[config.mk]
export PLATFORM = sky130hd
export DESIGN_NAME = circular_deque_unit_flat
export DESIGN_NICKNAME = d
export VERILOG_FILES = /design/src/hw/rtl/cdq_pkg.sv /design/src/hw/rtl/cdq_ifs.sv /design/src/hw/rtl/cdq_ram.sv /design/src/hw/rtl/cdq_ctrl.sv /design/src/hw/rtl/cdq_datapath.sv /design/src/hw/rtl/circular_deque_unit.sv /design/src/flat_wrapper.sv
export SDC_FILE = /design/constraint.sdc
export NUM_CORES = 1
export LEC_CHECK = 0
export ABC_AREA = 1
export BUFFER_PORTS_ARGS = -buffer_cell sky130_fd_sc_hd__buf_2
export CAP_MARGIN = 5
export CELL_PAD_IN_SITES_DETAIL_PLACEMENT = 0
export CELL_PAD_IN_SITES_GLOBAL_PLACEMENT = 1
export CORE_MARGIN = 1
export CORE_UTILIZATION = 48
export CTS_CLUSTER_SIZE = 24
export DETAILED_ROUTE_END_ITERATION = 10
export HOLD_SLACK_MARGIN = 0.08
export PLACE_DENSITY_LB_ADDON = 0.1
export SYNTH_ARGS = -nofsm -noshare
export SYNTH_HDL_FRONTEND = slang
export SYNTH_HIERARCHICAL = 1
export SYNTH_SLANG_ARGS = --single-unit
[constraint.sdc]
create_clock -name clk -period 4.8 [get_ports clk]
set_input_delay 0.48 -clock clk [delete_from_list [all_inputs] [get_ports clk]]
set_output_delay 0.48 -clock clk [all_outputs]
set_load 0.005 [all_outputs]
[src/hw/rtl/cdq_pkg.sv]
`default_nettype none

package cdq_pkg;

  // Request codes carried on the op field.
  localparam logic [2:0] OP_PUSH_FRONT = 3'd0;
  localparam logic [2:0] OP_PUSH_REAR  = 3'd1;
  localparam logic [2:0] OP_POP_FRONT  = 3'd2;
  localparam logic [2:0] OP_POP_REAR   = 3'd3;
  localparam logic [2:0] OP_PEEK_FRONT = 3'd4;
  localparam logic [2:0] OP_PEEK_REAR  = 3'd5;

  // Status codes returned with each result word.
  localparam logic [1:0] ST_OK    = 2'd0;
  localparam logic [1:0] ST_FULL  = 2'd1;
  localparam logic [1:0] ST_EMPTY = 2'd2;

  localparam int unsigned DATA_W = 32;

  typedef enum logic [1:0] {
    S_IDLE,
    S_EXEC,
    S_RESP
  } cdq_state_t;

  // Commands from the controller to the datapath.
  typedef struct packed {
    logic load;
    logic exec;
  } cdq_cmd_t;

endpackage

`default_nettype wire

[src/hw/rtl/cdq_ifs.sv]
`default_nettype none

// Request channel: one operation and its push value per word.
interface cdq_req_if;
  logic               valid;
  logic               ready;
  logic [2:0]         op;
  logic signed [31:0] value_in;

  modport source (output valid, output op, output value_in, input ready);
  modport sink   (input valid, input op, input value_in, output ready);
endinterface

// Response channel: data word, status and the flags after the request.
interface cdq_rsp_if;
  logic               valid;
  logic               ready;
  logic signed [31:0] value_out;
  logic [1:0]         status;
  logic               now_empty;
  logic               now_full;

  modport source (output valid, output value_out, output status,
                  output now_empty, output now_full, input ready);
  modport sink   (input valid, input value_out, input status,
                  input now_empty, input now_full, output ready);
endinterface

`default_nettype wire

[src/hw/rtl/cdq_ram.sv]
`default_nettype none

module cdq_ram #(
  parameter int unsigned WIDTH = 32,
  parameter int unsigned DEPTH = 8
) (
  input  wire logic                     clk,
  input  wire logic                     we,
  input  wire logic [$clog2(DEPTH)-1:0] waddr,
  input  wire logic [WIDTH-1:0]         wdata,
  input  wire logic                     re,
  input  wire logic [$clog2(DEPTH)-1:0] raddr,
  output logic      [WIDTH-1:0]         rdata
);

  logic [WIDTH-1:0] mem [DEPTH];

  // One write port and one registered read port.
  always_ff @(posedge clk) begin
    if (we) begin
      mem[waddr] <= wdata;
    end
    if (re) begin
      rdata <= mem[raddr];
    end
  end

endmodule

`default_nettype wire

[src/hw/rtl/cdq_ctrl.sv]
`default_nettype none

module cdq_ctrl
  import cdq_pkg::*;
(
  input  wire logic clk,
  input  wire logic rst,
  input  wire logic req_valid,
  output logic      req_ready,
  output logic      rsp_valid,
  input  wire logic rsp_ready,
  output cdq_cmd_t  cmd
);

  cdq_state_t state;
  cdq_state_t state_next;

  always_ff @(posedge clk) begin
    if (rst) begin
      state <= S_IDLE;
    end else begin
      state <= state_next;
    end
  end

  // Next state: take a word, run it against the ring, then hold the result.
  always_comb begin
    state_next = state;
    case (state)
      S_IDLE: begin
        if (req_valid) begin
          state_next = S_EXEC;
        end
      end
      S_EXEC: begin
        state_next = S_RESP;
      end
      S_RESP: begin
        if (rsp_ready) begin
          state_next = S_IDLE;
        end
      end
      default: begin
        state_next = S_IDLE;
      end
    endcase
  end

  // Outputs and datapath commands.
  always_comb begin
    req_ready = 1'b0;
    rsp_valid = 1'b0;
    cmd       = '0;
    case (state)
      S_IDLE: begin
        req_ready = 1'b1;
        cmd.load  = req_valid;
      end
      S_EXEC: begin
        cmd.exec = 1'b1;
      end
      S_RESP: begin
        rsp_valid = 1'b1;
      end
      default: begin
        req_ready = 1'b0;
      end
    endcase
  end

endmodule

`default_nettype wire

[src/hw/rtl/cdq_datapath.sv]
`default_nettype none

module cdq_datapath
  import cdq_pkg::*;
#(
  parameter int unsigned DEPTH = 8
) (
  input  wire logic               clk,
  input  wire logic               rst,
  input  wire cdq_cmd_t           cmd,
  input  wire logic [2:0]         op_in,
  input  wire logic signed [31:0] value_in,
  output logic signed [31:0]      value_out,
  output logic [1:0]              status,
  output logic                    now_empty,
  output logic                    now_full
);

  localparam int unsigned PTR_W = $clog2(DEPTH);
  typedef logic [PTR_W-1:0] ptr_t;
  localparam ptr_t LAST = ptr_t'(DEPTH - 1);

  ptr_t               head;
  ptr_t               head_next;
  ptr_t               tail;
  ptr_t               tail_next;
  logic [2:0]         op;
  logic signed [31:0] value;
  logic [1:0]         status_next;
  logic               hit;
  logic               hit_next;
  logic               ram_we;
  ptr_t               ram_waddr;
  logic               ram_re;
  ptr_t               ram_raddr;
  logic [DATA_W-1:0]  ram_rdata;
  logic               ring_empty;
  logic               ring_full;

  function automatic ptr_t wrap_next(ptr_t p);
    return (p == LAST) ? '0 : p + ptr_t'(1);
  endfunction

  function automatic ptr_t wrap_prev(ptr_t p);
    return (p == '0) ? LAST : p - ptr_t'(1);
  endfunction

  assign ring_empty = (head == tail);
  assign ring_full  = (head == wrap_next(tail));

  // Decode the held request against the pointers.
  always_comb begin
    head_next   = head;
    tail_next   = tail;
    status_next = ST_OK;
    hit_next    = 1'b0;
    ram_we      = 1'b0;
    ram_waddr   = head;
    ram_re      = 1'b0;
    ram_raddr   = tail;
    case (op)
      OP_PUSH_FRONT: begin
        if (ring_full) begin
          status_next = ST_FULL;
        end else begin
          ram_we    = cmd.exec;
          ram_waddr = head;
          head_next = wrap_prev(head);
        end
      end
      OP_PUSH_REAR: begin
        if (ring_full) begin
          status_next = ST_FULL;
        end else begin
          ram_we    = cmd.exec;
          ram_waddr = wrap_next(tail);
          tail_next = wrap_next(tail);
        end
      end
      OP_POP_FRONT, OP_PEEK_FRONT: begin
        if (ring_empty) begin
          status_next = ST_EMPTY;
        end else begin
          hit_next  = 1'b1;
          ram_re    = cmd.exec;
          ram_raddr = wrap_next(head);
          if (op == OP_POP_FRONT) begin
            head_next = wrap_next(head);
          end
        end
      end
      OP_POP_REAR, OP_PEEK_REAR: begin
        if (ring_empty) begin
          status_next = ST_EMPTY;
        end else begin
          hit_next  = 1'b1;
          ram_re    = cmd.exec;
          ram_raddr = tail;
          if (op == OP_POP_REAR) begin
            tail_next = wrap_prev(tail);
          end
        end
      end
      default: begin
        status_next = ST_OK;
      end
    endcase
  end

  // Pointer registers change only while a request executes.
  always_ff @(posedge clk) begin
    if (rst) begin
      head <= '0;
      tail <= '0;
    end else if (cmd.exec) begin
      head <= head_next;
      tail <= tail_next;
    end
  end

  // Capture the request word and the outcome of its execution.
  always_ff @(posedge clk) begin
    if (cmd.load) begin
      op    <= op_in;
      value <= value_in;
    end
    if (cmd.exec) begin
      status <= status_next;
      hit    <= hit_next;
    end
  end

  cdq_ram #(
    .WIDTH (DATA_W),
    .DEPTH (DEPTH)
  ) u_ram (
    .clk   (clk),
    .we    (ram_we),
    .waddr (ram_waddr),
    .wdata (value),
    .re    (ram_re),
    .raddr (ram_raddr),
    .rdata (ram_rdata)
  );

  // Read data holds until the next read, so it stays put during a stall.
  assign value_out = hit ? signed'(ram_rdata) : '0;
  assign now_empty = ring_empty;
  assign now_full  = ring_full;

endmodule

`default_nettype wire

[src/hw/rtl/circular_deque_unit.sv]
// Double-ended queue in a ring of DEPTH slots, holding up to DEPTH-1 words.
// Requests arrive on the req channel (op, value_in) and every request gives
// exactly one word on the rsp channel: value_out, status (ok, full, empty)
// and the empty and full flags as they stand after the request.
// Both channels use a valid/ready handshake; a word moves when both are high.
// Each request passes the accept, execute and response steps of the
// controller, with the execute step waiting on the registered read port of
// the slot memory; the response word is valid in the response step.
// One request is in flight at a time, so no new request is taken until the
// last response word has been delivered.
// When the receiver stalls, the response word holds steady and no new
// request is taken until it has been delivered.
// Reset (rst, synchronous) empties the deque by clearing both pointers; the
// slot memory is not cleared, and only slots holding live words are read.
`default_nettype none

module circular_deque_unit
  import cdq_pkg::*;
#(
  parameter int unsigned DEPTH = 8
) (
  input wire logic clk,
  input wire logic rst,
  cdq_req_if.sink  req,
  cdq_rsp_if.source rsp
);

  cdq_cmd_t cmd;

  cdq_ctrl u_ctrl (
    .clk       (clk),
    .rst       (rst),
    .req_valid (req.valid),
    .req_ready (req.ready),
    .rsp_valid (rsp.valid),
    .rsp_ready (rsp.ready),
    .cmd       (cmd)
  );

  cdq_datapath #(
    .DEPTH (DEPTH)
  ) u_datapath (
    .clk       (clk),
    .rst       (rst),
    .cmd       (cmd),
    .op_in     (req.op),
    .value_in  (req.value_in),
    .value_out (rsp.value_out),
    .status    (rsp.status),
    .now_empty (rsp.now_empty),
    .now_full  (rsp.now_full)
  );

endmodule

`default_nettype wire

[src/flat_wrapper.sv]
// flat-port wrapper written by rule: the top's interface ports become plain ports
module circular_deque_unit_flat import cdq_pkg::*;
#(
  parameter int unsigned DEPTH = 8
)
  (clk, rst, req_valid, req_op, req_value_in, req_ready, rsp_valid, rsp_value_out, rsp_status, rsp_now_empty, rsp_now_full, rsp_ready);
  cdq_req_if req_i ();
  cdq_rsp_if rsp_i ();
  input wire logic clk;
  input wire logic rst;
  input wire logic [$bits(req_i.valid)-1:0] req_valid;
  input wire logic [$bits(req_i.op)-1:0] req_op;
  input wire logic [$bits(req_i.value_in)-1:0] req_value_in;
  output wire logic [$bits(req_i.ready)-1:0] req_ready;
  output wire logic [$bits(rsp_i.valid)-1:0] rsp_valid;
  output wire logic [$bits(rsp_i.value_out)-1:0] rsp_value_out;
  output wire logic [$bits(rsp_i.status)-1:0] rsp_status;
  output wire logic [$bits(rsp_i.now_empty)-1:0] rsp_now_empty;
  output wire logic [$bits(rsp_i.now_full)-1:0] rsp_now_full;
  input wire logic [$bits(rsp_i.ready)-1:0] rsp_ready;
  assign req_i.valid = req_valid;
  assign req_i.op = req_op;
  assign req_i.value_in = req_value_in;
  assign req_ready = req_i.ready;
  assign rsp_valid = rsp_i.valid;
  assign rsp_value_out = rsp_i.value_out;
  assign rsp_status = rsp_i.status;
  assign rsp_now_empty = rsp_i.now_empty;
  assign rsp_now_full = rsp_i.now_full;
  assign rsp_i.ready = rsp_ready;
  circular_deque_unit #(.DEPTH(DEPTH)) u_core (.clk(clk), .rst(rst), .req(req_i), .rsp(rsp_i));
endmodule
Word level (Yosys, flattened, before mapping) --
Memories as Yosys holds them, arrays and structs flattened. A register that Yosys moved wholly into a read port is not among the register bits. Cells that the tools add are included.
Storage, ports and cells: logic and storage cells 78, memory bits (writable) 256, register bits after elaboration 46, memories kept 1, output and inout port bits 38, bits of input ports 39
Memories:
- u_core.u_datapath.u_ram.mem | depth 8, width 32, rd ports 1, clocked after Yosys merged registers in 1, wr ports 1, line cdq_ram.sv:16 | logic [WIDTH-1:0] mem [DEPTH];
Cells by class: add/sub/neg operators 4, equality and inequality tests 19, reduce and logical (&&, ||, !) cells 13, mux-type cells 34
Operators with widths (number):
- $mux W3 | 14
- $mux W32 | 1
- $ne A2 B2 Y1 const B | 8
- $eq A3 B3 Y1 const B | 4
- $mux W1 | 12
- $pmux W3 S2 | 2
- $reduce_and A5 Y1 | 2
- $logic_not A3 Y1 | 3
- $add A3 B1 Y3 const B | 2
- $eq A3 B2 Y1 const B | 2
- $eq A3 B3 Y1 | 2
- $mux W2 | 3
- $pmux W2 S3 | 1
- $reduce_or A2 Y1 | 3
- $sub A3 B1 Y3 const B | 2
- $pmux W2 S2 | 1
- $reduce_bool A2 Y1 | 2
- $reduce_or A4 Y1 | 1
- $eq A3 B1 Y1 const B | 1
- $eq A2 B1 Y1 const B | 1
- $eq A2 B2 Y1 const B | 1
- $logic_not A2 Y1 | 1
- $reduce_and A2 Y1 | 1

Logic depth before layout (Yosys ltp) --
Gate-level depths: netlist (run 1).
word-level depth 7, gate-level depth with buffers 16, mapped depth without buffers 14

Modules after synthesis --
Netlist (run 1), hierarchy kept.
By module, submodules not included:
- cdq_ram | times used 1, cells each 1156, area each 12192.9 um^2, seq. area each 8648.3 um^2
- cdq_datapath | times used 1, cells each 244, area each 2234.6 um^2, seq. area each 1261.2 um^2
- cdq_ctrl | times used 1, cells each 16, area each 108.9 um^2, seq. area each 40.0 um^2

Worst setup path before layout (run 1) --
Ideal clock, no wire load.
path kind reg2reg, start point reg u_core.u_datapath.tail[0], end point reg u_core.u_datapath.u_ram.rdata[0], read port of u_core.u_datapath.u_ram.mem, enable pin, arrival 3.021 ns, cell stages (with the launch flop) 8, period minus slack after synthesis 3.482 ns, path slack 1.318 ns, required time 4.339 ns, library setup time 0.461 ns, buffers on the path 0, cell sequence dfxtp_1 > inv_2 > nand2_1 > nand2_1 > nor2_4 > nand2_1 > inv_1 > nor3_1
Between the ends: word-level cells in the longest chain between the ends 3, elaborated cells on any way between the ends 5, those cells by class 1 x eq/ne; 4 x mux
RTL lines:
- start, declared | line cdq_datapath.sv:25 | ptr_t tail;
- start signal, assigned | line cdq_datapath.sv:117 | tail <= tail_next;
- $eq A3 B3 Y1 | line cdq_datapath.sv:48 | assign ring_empty = (head == tail);
- via rsp_now_empty | line flat_wrapper.sv:18 | output wire logic [$bits(rsp_i.now_empty)-1:0] rsp_now_empty;
- $mux W1 | line cdq_datapath.sv:81, cdq_datapath.sv:93
- $mux W1
- via u_core.u_datapath.ram_re | line cdq_datapath.sv:34 | logic ram_re;
- end, declared | line cdq_ram.sv:13 | output logic [WIDTH-1:0] rdata
The timed path passes the listed nets, and every way through them passes these cells. A chain may end at the register's enable or synchronous reset.

Final worst setup path (run 1) --
start point reg u_core.u_datapath.tail[0], end point mem u_core.u_datapath.u_ram.mem[6][21], enable pin
Between the ends: word-level cells in the longest chain between the ends 7, elaborated cells on any way between the ends 10, those cells by class 1 x add/sub; 2 x eq/ne; 7 x mux
RTL lines:
- $add A3 B1 Y3 / $eq A3 B3 Y1 (equally long branches) | line cdq_datapath.sv:41 | return (p == LAST) ? '0 : p + ptr_t'(1);
- $mux W3 * | line cdq_datapath.sv:41
- $eq A3 B3 Y1 * | line cdq_datapath.sv:49 | assign ring_full = (head == wrap_next(tail));
- $mux W1 * | line cdq_datapath.sv:63, cdq_datapath.sv:72
- $mux W1 *
- via u_core.u_datapath.ram_we | line cdq_datapath.sv:32 | logic ram_we;
- $mux W1 * | line cdq_ram.sv:20 | if (we) begin
- $mux W1 (not written as such) * | line cdq_ram.sv:21 | mem[waddr] <= wdata;
- end, declared | line cdq_ram.sv:16
Mark *: on every way through the listed nets, which the timed path passes. The rest lies on a longest branch.

==> impl_metrics.py, run 1 <==
metrics = {
    "status": {
        "outcome": "complete, no violations",
    },
    "die": {
        "rows": 63,
        "fp.dieH_um": 176.0,
        "io_pins": 77,
        "die_area_mm2": 0.03098,
        "initial_core_util_pct": 48.92,
        "design.core.area_mm2": 0.02972,
        "chipWidth_um": 176.0,
    },
    "critical_path": {
        "end_kind": "register",
        "rr_worst_depth": 9,
        "slowest_stage": "nor2_4",
        "worstPathMaxFanout": 26,
        "setup.worst_path.start": "u_core/u_datapath/tail[0]$_SDFFE_PP0P_",
        "slowest_delay_ns": 0.84,
        "crit_arrival_ns": 3.39,
        "required_ns": 5.01,
        "r2r_start": "u_core/u_datapath/tail[0]$_SDFFE_PP0P_",
        "path_delay_family": "simple AND/OR/NAND/NOR gates",
        "crit_buf_inv": 2,
        "ff2ff_setup_slack_ns": 1.63,
        "path_depth": 9,
        "crit_type": "reg -> reg",
        "cp-start-kind": "register",
        "path_common_cell": "ha_1",
        "cp_cell_sequence": "ha_1 -> ha_1 -> xnor2_1 -> nand3_1 -> inv_1 -> nor3_1 -> nand2_1 -> nor2_4 -> buf_4",
        "crit_path_end": "u_core/u_datapath/u_ram/mem[6][21]$_DFFE_PP_",
        "r2r_end": "u_core/u_datapath/u_ram/mem[6][21]$_DFFE_PP_",
    },
    "timing": {
        "fin_skew_ns": 0.01268,
        "fin_crit_ns": 3.171,
        "worst_slack_ns": 1.629,
        "fin_crit_sh_pct": 66.06,
        "drv_slew": 0,
        "rsz0062_at_grt": "no",
        "fmax_mhz": 315.4,
        "tightest_slew_ns": 1.158,
        "setup_viol": 0,
        "relSlewSlack_pct": 22.62,
        "hold_viol_final": 0,
        "finalSetupTns_ns": 0,
    },
    "synthesis": {
        "postSynthAreaPerCell_um2": 10.27,
        "synth_seq_cells": 334,
        "seq_area_frac_synth_pct": 68.45,
        "synth.area.top_cells": "edfxtp_1 67%, nand2_1 13%, inv_1 8.0%",
        "synth_top_area_share_pct": 67.34,
        "yosysUniqueCellTypes": 32,
        "syn_inst": 1416,
        "syn_area_mm2": 0.01454,
        "syn-num-nets": 1463,
        "synth_top_area_cell": "edfxtp_1",
        "yosysWarnings": 6,
    },
    "global_routing": {
        "grt_pass1_wl_mm": 46.58,
        "antenna_found_initial": 0,
        "first_global_vias": 8499,
        "grtUsageTotal_pct": 19.66,
        "grt_max_degree": 129,
        "overflow": 0,
    },
    "finish": {
        "fillers": 2593,
        "syn2layout_area_growth_pct": 13.29,
        "drive_gt1_share_pct": 11.87,
        "mostFrequentLayoutCell": "nand2_1",
        "post-route-util_pct": 55.42,
        "final_area_mm2": 0.01647,
        "final_cell_mix": "501 x nand2_1, 326 x edfxtp_1, 310 x inv_1",
        "multiInputGateArea_mm2": 0.003164,
        "diodes": 0,
        "fin_nets": 1539,
        "final-instance-count-excl-fill": 1907,
        "seq_area_mm2": 0.009950,
    },
    "clock_network": {
        "cts_max_level": 2,
        "cts_made_buffers": 36,
        "clock_latency_ns": 0.51,
        "cts_sinks": 334,
        "clkTransAtPathRegs_ns": 0.06,
        "hold_buffers": 0,
        "tritoncts": "yes",
        "cts_setup_buffers": 0,
        "ctsResizeCount": 0,
        "cts_max_path_buffers": 3,
        "cts-root-buf": "clkbuf_16",
    },
    "placed_design": {
        "io_buffer_count": 76,
        "place_area_mm2": 0.01532,
        "dp_slack_ns": 1.619,
        "gp_congestion": 0.8250,
        "hpwlAfterDp_mm": 16.39,
        "placed_cells": 1844,
    },
    "flow_run": {
        "cap_viol_max_count": 0,
    },
    "routing": {
        "totalWireLength_mm": 29.54,
        "via_per_inst": 4.670,
        "wl_per_cell_um": 15.49,
        "vias": 8905,
        "drc": 0,
        "drtPass1Iterations": 6,
        "initialDrtViolationCount": 567,
        "ant_nets": 0,
    },
    "pwr": {
        "p_seq_share_pct": 51.5,
        "powerDensity_mw_per_mm2": 389.9,
        "peakVddDrop_mv": 0.2847,
        "combPwrFrac_pct": 6.3,
        "power.switching_mw": 1.414,
        "switching_share_pct": 22.02,
        "clock_power_share_pct": 42.2,
        "p_leak_nw": 7.472,
        "internal_power_mw": 5.007,
    },
    "hold_path": {
        "hold_class": "in -> reg",
    },
}
[cell families after synthesis]
logic type,count (synthesis),share of synthesized area (%)
AO/OA/AOI/OAI,15,0.5767
buffers and inverters,372,10.52
flip-flops,334,68.45
adder cells (fa/ha/maj),8,0.6886
AND/OR/NAND/NOR,685,19.60
XOR/XNOR,2,0.1722
[power by group through the flow]
stage	registers [mW]	logic (mW)	clock network [mW]
global route	3.32	0.460	2.90
detailed placement	3.37	0.409	0
global placement	3.37	0.407	0
finish	3.31	0.402	2.71
floorplan	3.35	0.293	0
CTS	3.31	0.411	2.78
[cell type report]
type	instances	area share, %
Timing Repair Buffer	90	3.100
Clock buffer	42	5.736
Multi-Input combinational cell	710	19.21
Inverter	320	7.317
Tap cell	390	2.963
Clock inverter	21	1.254
Sequential cell	334	60.42
[cell usage after synthesis]
cell type,count
nor3_1,3
nand3_1,132
nor2_2,1
xnor2_1,1
nand4_1,4
buf_4,6
and2_1,2
ha_1,8
nand2_2,3
a21oi_1,1
nand2_4,1
inv_1,310
nor2_4,1
buf_2,20
a21oi_2,1
inv_2,9
dfxtp_1,8
nor2_1,29
a22oi_1,1
inv_4,1
o21a_1,1
xnor2_2,1
edfxtp_1,326
buf_6,11
o21ai_0,11
clkbuf_1,10
nor3_2,1
or2_2,1
nand3_2,3
nand3_4,3
nand2_1,501
buf_1,5
[per-layer routing]
layer	wire length, µm	vias to the layer above	GRT usage (%)
met5	0	-	0
met4	646	0	5.616
met3	966	51	2.929
met2	14020	136	32.89
met1	13900	4143	26.65
li1	-	4575	-
[worst min path at each step]
stage / from / to / slack, ns / cells after the start
5_1_grt: req_value_in[7] / u_core/u_datapath/value[7]$_DFFE_PP_ / 0.11 / 1
6_report: req_value_in[3] / u_core/u_datapath/value[3]$_DFFE_PP_ / 0.14 / 1
4_1_cts: req_value_in[9] / u_core/u_datapath/value[9]$_DFFE_PP_ / 0.11 / 1
2_1_floorplan: u_core/u_ctrl/state[1]$_SDFFE_PP0P_ / u_core/u_ctrl/state[1]$_SDFFE_PP0P_ / 0.47 / 2
3_3_place_gp: u_core/u_ctrl/state[1]$_SDFFE_PP0P_ / u_core/u_ctrl/state[1]$_SDFFE_PP0P_ / 0.49 / 2
3_5_place_dp: u_core/u_ctrl/state[1]$_SDFFE_PP0P_ / u_core/u_ctrl/state[1]$_SDFFE_PP0P_ / 0.50 / 2
[stage by stage]
step                total power, mW  hold slack (ns)
global route                  6.672           0.1111
global placement              3.777           0.4946
floorplan                     3.642           0.4714
detailed placement            3.781           0.5006
CTS                           6.503           0.1129
finish                        6.421           0.1385
[worst reg2reg max path: stages (launching register included)]
cell	delay (ns)
dfxtp_1	0.38
ha_1	0.23
ha_1	0.31
xnor2_1	0.17
nand3_1	0.12
inv_1	0.06
nor3_1	0.19
nand2_1	0.27
nor2_4	0.85
buf_4	0.31
[sequential cells by signal, summed over array words and instances, names as in the netlist]
register	cells
u_core/u_ctrl/state	2
u_core/u_datapath/tail	3
u_core/u_datapath/u_ram/rdata	32
u_core/u_datapath/value	32
u_core/u_datapath/hit	1
u_core/u_datapath/status	2
u_core/u_datapath/u_ram/mem	256
u_core/u_datapath/op	3
u_core/u_datapath/head	3
Note: power is estimated with default switching activity, not from simulation.
==> run 2: changes to the inputs <==
CORE_UTILIZATION = 44   (was 48)
clock period = 2.9 ns   (was 4.8 ns; I/O delays follow)
==> run 2 against run 1 <==
Wire length grew 5.4%. Critical path depth grew 2. Clock skew grew 0.0032 ns. Register-to-register slack lost 1.4 ns. Combinational power grew 84%. Die area grew 9.0%. Highest routed layer unchanged. Cell area grew 4.0%.
==> impl_metrics.py, run 2 (synthesized netlist as in run 1, its figures left out) <==
metrics = {
    "clock_network": {
        "cts_max_level": 2,
        "cts-root-buf": "clkbuf_16",
        "tritoncts": "yes",
        "cts_sinks": 334,
        "cts_setup_buffers": 0,
        "ctsResizeCount": 0,
        "cts_made_buffers": 37,
        "cts_max_path_buffers": 3,
        "clock_latency_ns": 0.51,
        "clkTransAtPathRegs_ns": 0.06,
    },
    "pwr": {
        "combPwrFrac_pct": 7.1,
        "clock_power_share_pct": 40.6,
        "internal_power_mw": 8.122,
        "p_leak_nw": 7.716,
        "power_mw": 10.46,
        "powerDensity_mw_per_mm2": 611.0,
        "power.switching_mw": 2.337,
        "p_seq_share_pct": 52.4,
        "switching_share_pct": 22.35,
        "peakVddDrop_mv": 0.3475,
    },
    "finish": {
        "final-instance-count-excl-fill": 2014,
        "top_regs": "u_core/u_datapath/u_ram/mem: 256 flops, u_core/u_datapath/u_ram/rdata: 32 flops, u_core/u_datapath/value: 32 flops",
        "largest-register": "u_core/u_datapath/u_ram/mem",
        "diodes": 0,
        "fin_nets": 1593,
        "drive_gt1_share_pct": 12.02,
        "fillers": 2917,
        "final_cell_mix": "501 x nand2_1, 326 x edfxtp_1, 310 x inv_1",
        "post-route-util_pct": 52.62,
        "final_area_mm2": 0.01712,
        "largest_reg_flops": 256,
        "syn2layout_area_growth_pct": 17.77,
        "mostFrequentLayoutCell": "nand2_1",
    },
    "timing": {
        "drv_slew": 0,
        "fin_skew_ns": 0.01584,
        "setup_viol": 0,
        "tightest_slew_ns": 0.6859,
        "worst_slack_ns": 0.2452,
        "fin_crit_ns": 2.655,
        "fin_crit_sh_pct": 91.54,
        "relSlewSlack_pct": 54.17,
        "finalSetupTns_ns": 0,
        "fmax_mhz": 376.7,
        "rsz0062_at_grt": "yes",
        "holdWs_ns": 0.4809,
        "hold_viol_final": 0,
    },
    "routing": {
        "wl_per_cell_um": 15.46,
        "drtPass1Iterations": 5,
        "ant_nets": 0,
        "initialDrtViolationCount": 520,
        "totalWireLength_mm": 31.13,
        "vias": 9183,
        "via_per_inst": 4.560,
        "drc": 0,
    },
    "critical_path": {
        "cp-start-kind": "register",
        "crit_arrival_ns": 2.84,
        "worstPathMaxFanout": 32,
        "required_ns": 3.09,
        "rr_worst_depth": 11,
        "r2r_end": "u_core/u_datapath/u_ram/mem[5][15]$_DFFE_PP_",
        "ff2ff_setup_slack_ns": 0.25,
        "r2r_start": "u_core/u_datapath/tail[0]$_SDFFE_PP0P_",
        "crit_type": "reg -> reg",
        "end_kind": "register",
    },
    "hold_path": {
        "worstHoldEndpoint": "u_core/u_datapath/value[6]$_DFFE_PP_",
        "hold_path_depth": 2,
        "min-delay-start": "req_value_in[6]",
        "hold_class": "in -> reg",
    },
    "placed_design": {
        "gp_congestion": 0.8377,
        "hpwlAfterDp_mm": 17.51,
        "io_buffer_count": 76,
        "place_area_mm2": 0.01565,
        "dp_slack_ns": 0.2556,
        "placed_cells": 1911,
    },
    "global_routing": {
        "grtUsageTotal_pct": 19.16,
        "grt_max_degree": 89,
        "antenna_found_initial": 0,
        "first_global_vias": 8949,
        "overflow": 0,
        "grt_pass1_wl_mm": 49.05,
    },
    "die": {
        "fp.dieH_um": 183.8,
        "die_area_mm2": 0.03377,
        "rows": 66,
        "initial_core_util_pct": 44.68,
        "io_pins": 77,
        "design.core.area_mm2": 0.03254,
        "chipWidth_um": 183.8,
    },
    "flow_run": {
        "cap_viol_max_count": 0,
    },
    "status": {
        "outcome": "complete, no violations",
    },
}
[run 2: cell count changes in the layout (fill, tap and decap cells not counted), moves of 2 or more]
cell	change
clkbuf_1	+10
buf_4	+3
clkinv_1	-2
dlygate4sd3_1	+38
buf_12	+12
clkbuf_16	+2
bufinv_16	-4
clkinv_2	-3
[run 2: timing repair]
action,4_1_cts,5_1_grt
setup endpoints to repair,0,11
hold buffers,38,0
hold endpoints to repair,37,0
[run 2: metal layers]
layer	up-vias	wire length, µm	track usage (%)
met5	-	0	0
met3	39	1000	2.555
li1	4683	-	-
met2	145	15050	32.95
met4	0	513	4.967
met1	4316	14570	25.56
[run 2: how the worst max path moves through the flow]
stage,startpoint,to,slack [ns]
3_3_place_gp,u_core/u_datapath/tail[0]$_SDFFE_PP0P_,u_core/u_datapath/u_ram/mem[5][19]$_DFFE_PP_,0.27
2_1_floorplan,u_core/u_datapath/tail[0]$_SDFFE_PP0P_,u_core/u_datapath/u_ram/mem[1][0]$_DFFE_PP_,-0.38
3_5_place_dp,u_core/u_datapath/tail[0]$_SDFFE_PP0P_,u_core/u_datapath/u_ram/mem[5][14]$_DFFE_PP_,0.26
5_1_grt,u_core/u_datapath/tail[0]$_SDFFE_PP0P_,u_core/u_datapath/u_ram/mem[5][17]$_DFFE_PP_,-0.005
6_report,u_core/u_datapath/tail[0]$_SDFFE_PP0P_,u_core/u_datapath/u_ram/mem[5][15]$_DFFE_PP_,0.25
4_1_cts,u_core/u_datapath/tail[0]$_SDFFE_PP0P_,u_core/u_datapath/u_ram/mem[5][14]$_DFFE_PP_,0.24
[run 2: cell type report]
type,instances,area [µm²],area share [%]
clock buffers,54,1032,6.030
clock inverters,11,55.05,0.3216
inverters,320,1205,7.038
multi-input cells,710,3171,18.52
flip-flops and latches,334,9950,58.12
well taps,442,553.0,3.231
repair buffers,143,1154,6.739
[run 2: power by group through the flow]
stage                     Sequential [mW]  Combinational, mW  Clock, mW
after floorplan                      5.54              0.485          0
after global placement               5.58              0.705          0
after detailed placement             5.58              0.709          0
after CTS                            5.48              0.751       4.34
after global routing                 5.48              0.840       4.53
final                                5.48              0.738       4.24
[run 2: worst max-delay path, stage by stage (launching register included)]
cell and delay, ns:
dfxtp_1 0.47, inv_2 0.11, ha_1 0.34, nand2_1 0.08
nand2_1 0.06, nand2_1 0.08, nand3_1 0.13, inv_1 0.07
nor3_1 0.21, nand2_1 0.31, nor2_4 0.21, buf_12 0.25
==> run 3: changes to the inputs <==
CORE_MARGIN = 1.5   (was 1)
CORE_UTILIZATION = 48   (was 44)
CTS_BUF_LIST = sky130_fd_sc_hd__clkbuf_16   (was default)
clock period = 2.6 ns   (was 2.9 ns; I/O delays follow)
==> run 3 against run 2 <==
Core utilization rose by 5.9 points. Sequential cell count stayed put. First-iteration DRC count grew 17%. Via count shrank 0.38%. Wire length is 0.35% lower. Setup slack got worse by 0.086 ns. Maximum frequency rose by 8.8%.
==> impl_metrics.py, run 3 (synthesized netlist as in run 1, its figures left out) <==
metrics = {
    "status": {
        "outcome": "complete, no violations",
    },
    "clock_network": {
        "cts_made_buffers": 37,
        "cts_max_level": 2,
        "cts-root-buf": "clkbuf_16",
        "cts_max_path_buffers": 3,
        "tritoncts": "yes",
        "cts_sinks": 334,
        "cts_setup_buffers": 0,
        "clkTransAtPathRegs_ns": 0.06,
        "clock_latency_ns": 0.51,
    },
    "die": {
        "design.core.area_mm2": 0.02972,
        "rows": 63,
        "io_pins": 77,
        "die_area_mm2": 0.03134,
        "initial_core_util_pct": 48.92,
        "fp.dieH_um": 177.0,
        "chipWidth_um": 177.0,
    },
    "finish": {
        "diodes": 0,
        "top_regs": "u_core/u_datapath/u_ram/mem: 256 flops, u_core/u_datapath/u_ram/rdata: 32 flops, u_core/u_datapath/value: 32 flops",
        "drive_gt1_share_pct": 13.70,
        "largest_reg_flops": 256,
        "mostFrequentLayoutCell": "nand2_1",
        "largest-register": "u_core/u_datapath/u_ram/mem",
        "syn2layout_area_growth_pct": 19.68,
        "seq_area_mm2": 0.009950,
        "fin_nets": 1612,
        "final_cell_mix": "501 x nand2_1, 326 x edfxtp_1, 315 x inv_1",
        "final_area_mm2": 0.01740,
        "multiInputGateArea_mm2": 0.003176,
        "fillers": 2504,
        "post-route-util_pct": 58.54,
    },
    "critical_path": {
        "slowest_delay_ns": 0.35,
        "setup.worst_path.start": "u_core/u_datapath/head[0]$_SDFFE_PP0P_",
        "cp_cell_sequence": "ha_1 -> ha_1 -> or2_2 -> o21ai_4 -> buf_6 -> buf_12 -> nand2_1 -> nand3_1 -> nand2_1 -> nand2_1 -> nand2_1",
        "rr_worst_depth": 11,
        "required_ns": 2.86,
        "crit_arrival_ns": 2.70,
        "worstPathMaxFanout": 28,
        "r2r_start": "u_core/u_datapath/head[0]$_SDFFE_PP0P_",
        "path_common_cell": "nand2_1",
        "ff2ff_setup_slack_ns": 0.16,
        "crit_type": "reg -> reg",
        "end_kind": "register",
        "slowest_stage": "dfxtp_1",
        "cp-start-kind": "register",
        "crit_path_end": "u_core/u_datapath/u_ram/rdata[25]$_DFFE_PP_",
        "r2r_end": "u_core/u_datapath/u_ram/rdata[25]$_DFFE_PP_",
    },
    "routing": {
        "wl_per_cell_um": 15.66,
        "initialDrtViolationCount": 606,
        "ant_nets": 0,
        "totalWireLength_mm": 31.02,
        "drc": 0,
        "vias": 9148,
        "drtPass1Iterations": 4,
        "via_per_inst": 4.618,
    },
    "pwr": {
        "clock_power_share_pct": 42.4,
        "switching_share_pct": 22.08,
        "power.switching_mw": 2.676,
        "power_mw": 12.12,
        "p_leak_nw": 7.923,
        "powerDensity_mw_per_mm2": 696.5,
        "internal_power_mw": 9.441,
        "combPwrFrac_pct": 7.2,
        "p_seq_share_pct": 50.5,
        "peakVddDrop_mv": 0.5478,
    },
    "timing": {
        "finalSetupTns_ns": 0,
        "fmax_mhz": 409.8,
        "fin_crit_sh_pct": 93.87,
        "relSlewSlack_pct": 59.51,
        "setup_viol": 0,
        "fin_skew_ns": 0.01612,
        "worst_slack_ns": 0.1595,
        "rsz0062_at_grt": "yes",
        "tightest_slew_ns": 0.6059,
        "drv_slew": 0,
        "hold_viol_final": 0,
        "fin_crit_ns": 2.441,
    },
    "placed_design": {
        "gp_congestion": 0.7938,
        "io_buffer_count": 76,
        "place_area_mm2": 0.01578,
        "dp_slack_ns": 0.1244,
        "hpwlAfterDp_mm": 18.84,
    },
    "global_routing": {
        "grtUsageTotal_pct": 20.70,
        "grt_max_degree": 82,
        "overflow": 0,
        "antenna_found_initial": 0,
        "first_global_vias": 9054,
        "grt_pass1_wl_mm": 49.24,
    },
    "hold_path": {
        "min-delay-start": "req_value_in[10]",
        "hold_class": "in -> reg",
    },
    "flow_run": {
        "cap_viol_max_count": 0,
    },
}
run 3: critical path: cells and delay by family, from the launching register on:
kind / cells / cell delay, ns
simple gates: 6 / 0.69
fa+ha+maj: 2 / 0.41
buf+inv: 2 / 0.41
flops: 1 / 0.35
compound gates: 1 / 0.31
run 3: layout make-up:
type,instances,area share (%)
clock buffers,39,5.610
flip-flops and latches,334,57.19
multi-input cells,710,18.25
repair buffers,162,7.904
well taps,390,2.805
clock inverters,26,1.302
inverters,320,6.933
run 3: power groups by stage:
| stage | Combinational, mW | Sequential (mW) | Clock, mW |
|---|---|---|---|
| after global placement | 0.823 | 6.23 | 0 |
| final | 0.869 | 6.12 | 5.13 |
| after CTS | 0.874 | 6.12 | 5.25 |
| after global routing | 0.987 | 6.13 | 5.47 |
| after floorplan | 0.541 | 6.18 | 0 |
| after detailed placement | 0.827 | 6.23 | 0 |
run 3: per-stage QoR:
stage,cells,hold WS (ns)
floorplan,1416,0.3224
global placement,1877,0.4362
detailed placement,1877,0.4381
CTS,1980,0.4215
global route,1981,0.4340
finish,1981,0.4532
run 3: layer usage:
metal,global-route usage [%],routed length (µm),part of all wire (%),vias to the layer above
li1,-,-,-,4722
met1,27.17,14000,45,4241
met2,36.21,15380,50,146
met3,2.899,1074,3.5,39
met4,5.085,560,1.8,0
met5,0,0,0,-
run 3: worst min-delay path by stage:
stage                                                        to  cells after the start
after floorplan             u_core/u_ctrl/state[1]$_SDFFE_PP0P_                      1
after global placement    u_core/u_datapath/value[16]$_DFFE_PP_                      1
after detailed placement  u_core/u_datapath/value[31]$_DFFE_PP_                      1
after CTS                  u_core/u_datapath/value[3]$_DFFE_PP_                      2
after global routing      u_core/u_datapath/value[10]$_DFFE_PP_                      2
final                     u_core/u_datapath/value[10]$_DFFE_PP_                      2
run 3: repair_timing:
| item | 4_1_cts | 5_1_grt |
|---|---|---|
| setup endpoints to repair | 0 | 234 |
| resized for setup | 0 | 6 |
| hold buffers | 38 | 0 |
| endpoints found under the hold margin | 37 | 0 |
